--- src/rtl/assert_macros.svh ---
// ----------------------------------------------------------------------------
// Assertion macros
// Shared concurrent assertion wrappers for the blur core. Define
// NO_ASSERTIONS to compile them away.
// ----------------------------------------------------------------------------
`ifndef ASSERT_MACROS_SVH
`define ASSERT_MACROS_SVH

`ifndef NO_ASSERTIONS

// property must hold at every rising clock edge outside reset
`define CFB_ASSERT(label, clk, rst_n, prop, msg) \
	label: assert property (@(posedge clk) disable iff (!rst_n) (prop)) else $error(msg);

// condition must never be true outside reset
`define CFB_ASSERT_NEVER(label, clk, rst_n, cond, msg) \
	label: assert property (@(posedge clk) disable iff (!rst_n) !(cond)) else $error(msg);

`else

`define CFB_ASSERT(label, clk, rst_n, prop, msg)
`define CFB_ASSERT_NEVER(label, clk, rst_n, cond, msg)

`endif

`endif

--- src/rtl/cfb_pkg.sv ---
// ----------------------------------------------------------------------------
// cfb_pkg
// Types, constants and divide helpers shared by the cross blur modules.
// ----------------------------------------------------------------------------
package cfb_pkg;

	localparam int LANES      = 4;
	localparam int LANE_W     = 8;
	localparam int LANE_SUM_W = 11;   // five 8-bit terms
	localparam int MULT_W     = 11;
	localparam int PROD_W     = LANE_SUM_W + MULT_W;
	localparam int CNT_W      = 3;
	localparam int SHIFT_W    = 4;

	localparam logic [10:0] WIDTH_RESET  = 11'd1024;
	localparam logic [12:0] HEIGHT_RESET = 13'd1024;
	localparam logic [12:0] HEIGHT_LIMIT = 13'd4096;

	// register map, index = paddr[2]
	localparam logic REG_WIDTH  = 1'b0;
	localparam logic REG_HEIGHT = 1'b1;

	// reciprocal constants, exact for sums up to 5*255
	localparam logic [MULT_W-1:0]  DIV3_MULT  = 11'd683;
	localparam logic [SHIFT_W-1:0] DIV3_SHIFT = 4'd11;
	localparam logic [MULT_W-1:0]  DIV5_MULT  = 11'd1639;
	localparam logic [SHIFT_W-1:0] DIV5_SHIFT = 4'd13;

	typedef enum logic [2:0] {
		ST_IDLE,
		ST_RD0,
		ST_RD1,
		ST_SUM,
		ST_MUL,
		ST_EMIT
	} state_t;

	typedef struct packed {
		logic load;     // capture the accepted item
		logic rd;       // read both line stores
		logic rd_alt;   // 0: center column, 1: neighbor columns
		logic cap0;     // keep center reads
		logic sum;      // form lane sums and term count
		logic mul;      // reciprocal multiply
		logic commit;   // write stores, step counters, emit result
	} cmd_t;

	typedef struct packed {
		logic skip;     // drain item arrived too early
		logic emit;     // this item produces a result
		logic out_free; // output register can take a result
	} status_t;

	typedef struct packed {
		logic [10:0] frame_width;
		logic [12:0] frame_height;
		logic        clear;
	} cfg_t;

	function automatic logic [MULT_W-1:0] div_mult(input logic [CNT_W-1:0] cnt);
		logic [MULT_W-1:0] m;
		case (cnt)
			3'd3:    m = DIV3_MULT;
			3'd5:    m = DIV5_MULT;
			default: m = MULT_W'(1);
		endcase
		return m;
	endfunction

	function automatic logic [SHIFT_W-1:0] div_shift(input logic [CNT_W-1:0] cnt);
		logic [SHIFT_W-1:0] s;
		case (cnt)
			3'd2:    s = 4'd1;
			3'd3:    s = DIV3_SHIFT;
			3'd4:    s = 4'd2;
			3'd5:    s = DIV5_SHIFT;
			default: s = 4'd0;
		endcase
		return s;
	endfunction

endpackage

--- src/rtl/cfb_ctrl.sv ---
// ----------------------------------------------------------------------------
// cfb_ctrl
// Sequencer for one item: two store reads, sum, multiply, commit.
// ----------------------------------------------------------------------------
`include "assert_macros.svh"

module cfb_ctrl (
	input  logic             clk,
	input  logic             arst_n,
	input  logic             pix_valid,
	output logic             pix_stall,
	input  cfb_pkg::status_t sts,
	output cfb_pkg::cmd_t    cmd
);
	import cfb_pkg::*;

	state_t state_q, state_d;

	// state register
	always_ff @(posedge clk or negedge arst_n) begin
		if (!arst_n) begin
			state_q <= ST_IDLE;
		end else begin
			state_q <= state_d;
		end
	end

	// next state
	always_comb begin
		state_d = state_q;
		case (state_q)
			ST_IDLE: begin
				if (pix_valid) state_d = ST_RD0;
			end
			ST_RD0: begin
				state_d = sts.skip ? ST_IDLE : ST_RD1;
			end
			ST_RD1:  state_d = ST_SUM;
			ST_SUM:  state_d = ST_MUL;
			ST_MUL:  state_d = ST_EMIT;
			ST_EMIT: begin
				if (!sts.emit || sts.out_free) state_d = ST_IDLE;
			end
			default: state_d = ST_IDLE;
		endcase
	end

	// outputs
	always_comb begin
		cmd       = '0;
		pix_stall = 1'b1;
		case (state_q)
			ST_IDLE: begin
				pix_stall = 1'b0;
				cmd.load  = pix_valid;
			end
			ST_RD0: begin
				cmd.rd = !sts.skip;
			end
			ST_RD1: begin
				cmd.cap0   = 1'b1;
				cmd.rd     = 1'b1;
				cmd.rd_alt = 1'b1;
			end
			ST_SUM:  cmd.sum = 1'b1;
			ST_MUL:  cmd.mul = 1'b1;
			ST_EMIT: begin
				cmd.commit = !sts.emit || sts.out_free;
			end
			default: begin
				cmd = '0;
			end
		endcase
	end

	`CFB_ASSERT(a_load_idle, clk, arst_n, cmd.load |-> state_q == ST_IDLE, "load outside idle")
	`CFB_ASSERT(a_load_next, clk, arst_n, cmd.load |=> state_q == ST_RD0, "load not followed by read")
	`CFB_ASSERT_NEVER(a_no_overrun, clk, arst_n, cmd.commit && sts.emit && !sts.out_free,
		"result committed into a full output register")

endmodule

--- config.mk ---
export PLATFORM = sky130hd
export DESIGN_NAME = cfb_ctrl
export DESIGN_NICKNAME = d
export VERILOG_FILES = /design/src/rtl/cfb_pkg.sv /design/src/rtl/cfb_ctrl.sv
export VERILOG_INCLUDE_DIRS = /design/src /design/src/rtl
export SDC_FILE = /design/constraint.sdc
export NUM_CORES = 1
export LEC_CHECK = 0
export ABC_AREA = 1
export BUFFER_PORTS_ARGS = -buffer_cell sky130_fd_sc_hd__clkbuf_2
export CAP_MARGIN = 5
export CORE_AREA = 2 2 39 41
export CTS_BUF_LIST = sky130_fd_sc_hd__clkbuf_4
export DETAILED_ROUTE_END_ITERATION = 10
export DIE_AREA = 0 0 41 43
export SLEW_MARGIN = 20
export SYNTH_ARGS = -nofsm -noshare
export SYNTH_HDL_FRONTEND = slang
export SYNTH_SLANG_ARGS = --single-unit
--- constraint.sdc ---
create_clock -name clk -period 2.3 [get_ports clk]
set_input_delay 0.69 -clock clk [delete_from_list [all_inputs] [get_ports clk]]
set_output_delay 0.69 -clock clk [all_outputs]
set_load 0.1 [all_outputs]
==> results of run 1 <==
## layout by cell type (no fill, tap or decap), drive strengths merged
cell type  instances
dfrtp              3
clkinvlp           1
o21ai              1
inv                6
nand3b             1
nand3              2
nand2              3
nor2               6
o31ai              2
buf                7
nor4               1
clkbuf            10
a21oi              1
## critical path, stage by stage (launching register included)
cell and delay, ps:
dfrtp_1 540, nor2_2 80, nand2_2 110, clkbuf_2 460
## per-stage QoR
step                      setup TNS [ps]  hold slack, ps  instances  instance area [sq um]  util, %
final                                  0             248         60                    427     30.8
after global routing                   0             221         60                    427     30.8
after CTS                              0             242         60                    427     30.8
after detailed placement               0             490         56                    397     28.7
after global placement                 0             488         56                    397     28.7
after floorplan                     -149             394         28                    239        -
## cell type report
class | count | area, sq um
Timing Repair Buffer | 13 | 145
Sequential cell | 3 | 75.1
Fill cell | 154 | 957
Multi-Input combinational cell | 17 | 126
Inverter | 7 | 30.0
Tap cell | 16 | 20.0
Clock buffer | 4 | 30.0
## cells in the mapped netlist, drive strengths merged
| master | number |
|---|---|
| a21oi | 1 |
| buf | 1 |
| dfrtp | 3 |
| inv | 7 |
| nand2 | 3 |
| nand3 | 2 |
| nand3b | 1 |
| nor2 | 6 |
| nor4 | 1 |
| o21ai | 1 |
| o31ai | 2 |
## cells by family after synthesis
family,after synthesis,share of synthesized area [%]
simple gates,13,32.7
flops,3,37.7
buf+inv,8,17.0
compound gates,4,12.6
## worst paths after layout
check / endpoint / slack, ps / start / depth (start not counted)
min reg2reg: state_q[2] / 580 / state_q[2] / 2
max reg2reg: state_q[1] / 1240 / state_q[1] / 2
min in group clk: state_q[2] / 580 / state_q[2] / 2
max in group asynchronous: state_q[0] / 1940 / arst_n / 1
max: pix_stall / 190 / state_q[1] / 3
min: state_q[2] / 250 / arst_n / 1
## layer usage
layer	vias to the layer above	wire, um
met4	0	0
met5	-	0
met1	107	181
met2	6	279
li1	119	-
met3	0	22
==> metrics.yaml, run 1 <==
rsz0062_at_grt: "false"
nets: 51
io_buffers: 13
maxCapViolCount: 0
netlist_area_sq_um: 199
drtIter0Drc: 2
cts_made_buffers: 3
final_max_slew_viol_count: 0
min_path_type: "input port to asynchronous set/reset pin"
status: "finished, final reports clean"
avgSynthCellArea_sq_um: 7.11
h-tree-depth: 1
worst_slew_pin_slew_ps: 538
drt_pre_antenna_iters: 2
cts_setup_buffers: 0
required_ps: 1610
root_buffer: "clkbuf_4"
grt_usage_pct: 8.76
met2_usage_pct: 12.2
syn_nets: 34
yosys.area.top_type_share_pct: 37.7
layout-drive-gt1-share_pct: 59.1
ant_nets: 0
vias_per_cell: 3.87
synth_top_area_cell: "dfrtp_1"
die_area_sq_um: 1760
setup_ws_ps: 190
grt_util_met1_pct: 8.77
cts.repair.resized: 0
reg_top3: "state_q x3"
regMostFlops: "state_q"
io_pins: 14
rows: 14
insertion_delay_ps: 230
synthTopCellsByArea: "dfrtp_1 (38%), inv_1 (9.4%), nor2_1 (7.5%), o31ai_1 (7.5%), nor2_2 (6.3%)"
pre_cts_slack_ps: 332
area_growth_pct: 114
critPathMaxFanout: 7
diodes: 0
finalSetupViolCount: 0
cts_sinks: 3
period_minus_slack_ps: 2110
cp_data_arrival_time_ps: 1420
critPathCaptureType: "output port"
grt_first_pass_wirelength_um: 959
fmax_mhz: 474
start_kind: "flop"
grtUsageMet3_pct: 6.28
cts_buffer_depth: 2
grt_busiest_layer: "met2"
synthCells: 28
vias: 232
first_global_vias: 231
grt_antenna_before_repair: 0
ys_warn_count: 0
die_y_um: 43
routed_wl_um: 483
ys_ff_latch: 3
synth.distinct_cells: 14
crit_type: "flop to output port"
largest_reg_flops: 3
dpl.hpwl_um: 438
ctsHoldBuffers: 0
fp.coreArea_sq_um: 1380
post-route-period-util_pct: 91.7
finalClockSkew_ps: 2.22
cts_tree: "done"
die_x_um: 41
drc: 0
clk_pin_slew_ps: 40
gp_congestion: 0.661
synth-seq-area-share_pct: 37.7
final_hold_viol_count: 0
wl_per_cell_um: 8.05
slew_headroom_pct: 64.3
initial_core_util_pct: 14.4
grt-ovfl-total: 0
grt_max_degree: 8
Power of run 1 is left out: the tool's default activity adds up to more than one toggle a clock period on the data nets, which glitch-free logic cannot reach.
==> run 2: changes to the inputs <==
==> constraint.sdc (replaced) <==
create_clock -name clk -period 2.4 [get_ports clk]
set_input_delay 0.72 -clock clk [delete_from_list [all_inputs] [get_ports clk]]
set_output_delay 0.72 -clock clk [all_outputs]
set_load 0.1 [all_outputs]
==> run 2 against run 1 <==
Flip-flop and latch count unchanged; register-to-register slack improved by 100 ps; design area down 7.9%; clock skew shrank 1.6 ps; global-route usage is 1.8 points lower; via count up 2.2%; utilization fell by 2.4 points; cell count is the same; non-clock buffer count unchanged; clock-buffer cell count did not move; critical path depth is 1 higher; critical path type unchanged; largest cell class is now multi-input gates.
==> metrics.yaml, run 2 (synthesis results as in run 1) <==
dr_wl_met3_um: 37  # +68%
critPathCaptureType: "output port"
layout-drive-gt1-share_pct: 56.8  # -2.3 points
timing.setup.tns_ps: 0  # unchanged
finalSetupViolCount: 0  # unchanged
r2r_cells: 4  # +2
min_path_type: "input port to asynchronous set/reset pin"
vias_per_cell: 3.95  # +2.2%
initial_core_util_pct: 14.4  # unchanged
routed_wl_um: 551  # +14%
routed-wl-met2_um: 283  # +1.4%
cp_data_arrival_time_ps: 1500  # +80 ps
fp.coreArea_sq_um: 1380  # unchanged
slew_headroom_pct: 64.0  # -0.29 points
nets: 51  # unchanged
root_buffer: "clkbuf_4"
first_global_vias: 209  # -9.5%
finalInstanceArea_sq_um: 393  # -7.9%
final_hold_viol_count: 0  # unchanged
final_common_cell: "clkbuf_2"
worst_slew_pin_slew_ps: 542  # +4.31 ps
period_minus_slack_ps: 2220
finalClockSkew_ps: 0.620  # -1.60 ps
final_util_pct: 28.4  # -2.4 points
cts_tree: "done"
grt_usage_pct: 6.93  # -1.8 points
r2r_start: "state_q[1]"
whs_ps: 275  # +26.6 ps
r2r_setup_slack_ps: 1340  # +100 ps
required_ps: 1680  # +70 ps
cp_cell_sequence: "inv_2, nand2_1, nor2_2, clkbuf_2"
placed_cell_area_sq_um: 363  # -8.5%
clk_pin_slew_ps: 40  # about the same
critPathMaxFanout: 5  # -2
worstReg2RegEnd: "state_q[0]"
cpLargestDelayFamily: "buffers and inverters"
cts_made_buffers: 3  # unchanged
final_cell_mix: "clkbuf_2 (8), inv_1 (5), clkbuf_4 (4)"
ant_nets: 0  # unchanged
die_area_sq_um: 1760  # unchanged
die_x_um: 41  # unchanged
grt-ovfl-total: 0  # unchanged
area_growth_pct: 97.5
status: "finished, final reports clean"
gp_congestion: 0.670  # +1.5%
fill_cells: 154  # unchanged
timing.critical_path.slowest_cell_delay_ps: 470  # -70 ps
reg_top3: "state_q x3"
drt_pre_antenna_iters: 1  # -1
wl_per_cell_um: 9.18  # +14%
grt_max_degree: 8  # unchanged
rows: 14  # unchanged
regMostFlops: "state_q"
die_y_um: 43  # unchanged
dpl.hpwl_um: 473  # +8.0%
fmax_mhz: 451
drc: 0  # unchanged
largest_reg_flops: 3  # unchanged
vias: 237  # +2.2%
grt_antenna_before_repair: 0  # unchanged
drtIter0Drc: 0  # -2
final_max_slew_viol_count: 0  # unchanged
rsz0062_at_grt: "false"
start_kind: "flop"
insertion_delay_ps: 230  # about the same
io_buffers: 13  # unchanged
met1Wirelength_um: 230  # +27%
critical_path_buf_inv_count: 2  # +1
h-tree-depth: 1  # unchanged
post-route-period-util_pct: 92.3
crit_type: "flop to output port"
highest_layer: "met3"
grt_first_pass_wirelength_um: 772  # -19%
cpMaxStageDelayCell: "clkbuf_2"
cts_sinks: 3  # unchanged
ctsHoldBuffers: 0  # unchanged
diodes: 0  # unchanged
io_pins: 14  # unchanged
cts_setup_buffers: 0  # unchanged
cts.repair.resized: 0  # unchanged
cts_buffer_depth: 2  # unchanged
maxCapViolCount: 0  # unchanged
-- run 2: cell types whose count changed in the layout (fill, tap and decap cells not counted), sizes merged --
cell and delta:
buf -2, inv +1, clkinvlp -1, clkbuf +2
-- run 2: per-stage QoR --
stage,std cells,setup slack [ps]
floorplan,28,-109
global route,60,121
finish,60,184
detailed placement,56,365
CTS,60,167
global placement,56,379
-- run 2: routing by layer --
metal,GRT usage [%],vias to the layer above
li1,-,122
met1,7.10,106
met2,10.0,9
met3,3.14,0
met4,6.00,0
met5,0,-
-- run 2: layout make-up --
cell class                 instances  area [sq um]  area share [%]
multi-input combinational         17           126            32.2
timing repair buffer              13           115            29.3
sequential                         3          75.1            19.1
clock buffer                       4          30.0            7.64
inverter                           7          26.3            6.69
tap                               16          20.0            5.10
-- run 2: worst max path at each step --
stage | start | to | cells past startpoint
global route | state_q[2] | cmd[2] | 4
global placement | sts[1] | cmd[0] | 5
finish | state_q[2] | cmd[2] | 4
floorplan | sts[1] | cmd[0] | 3
detailed placement | sts[1] | cmd[0] | 5
CTS | state_q[2] | cmd[2] | 4
Power of run 2 is left out for the same reason.
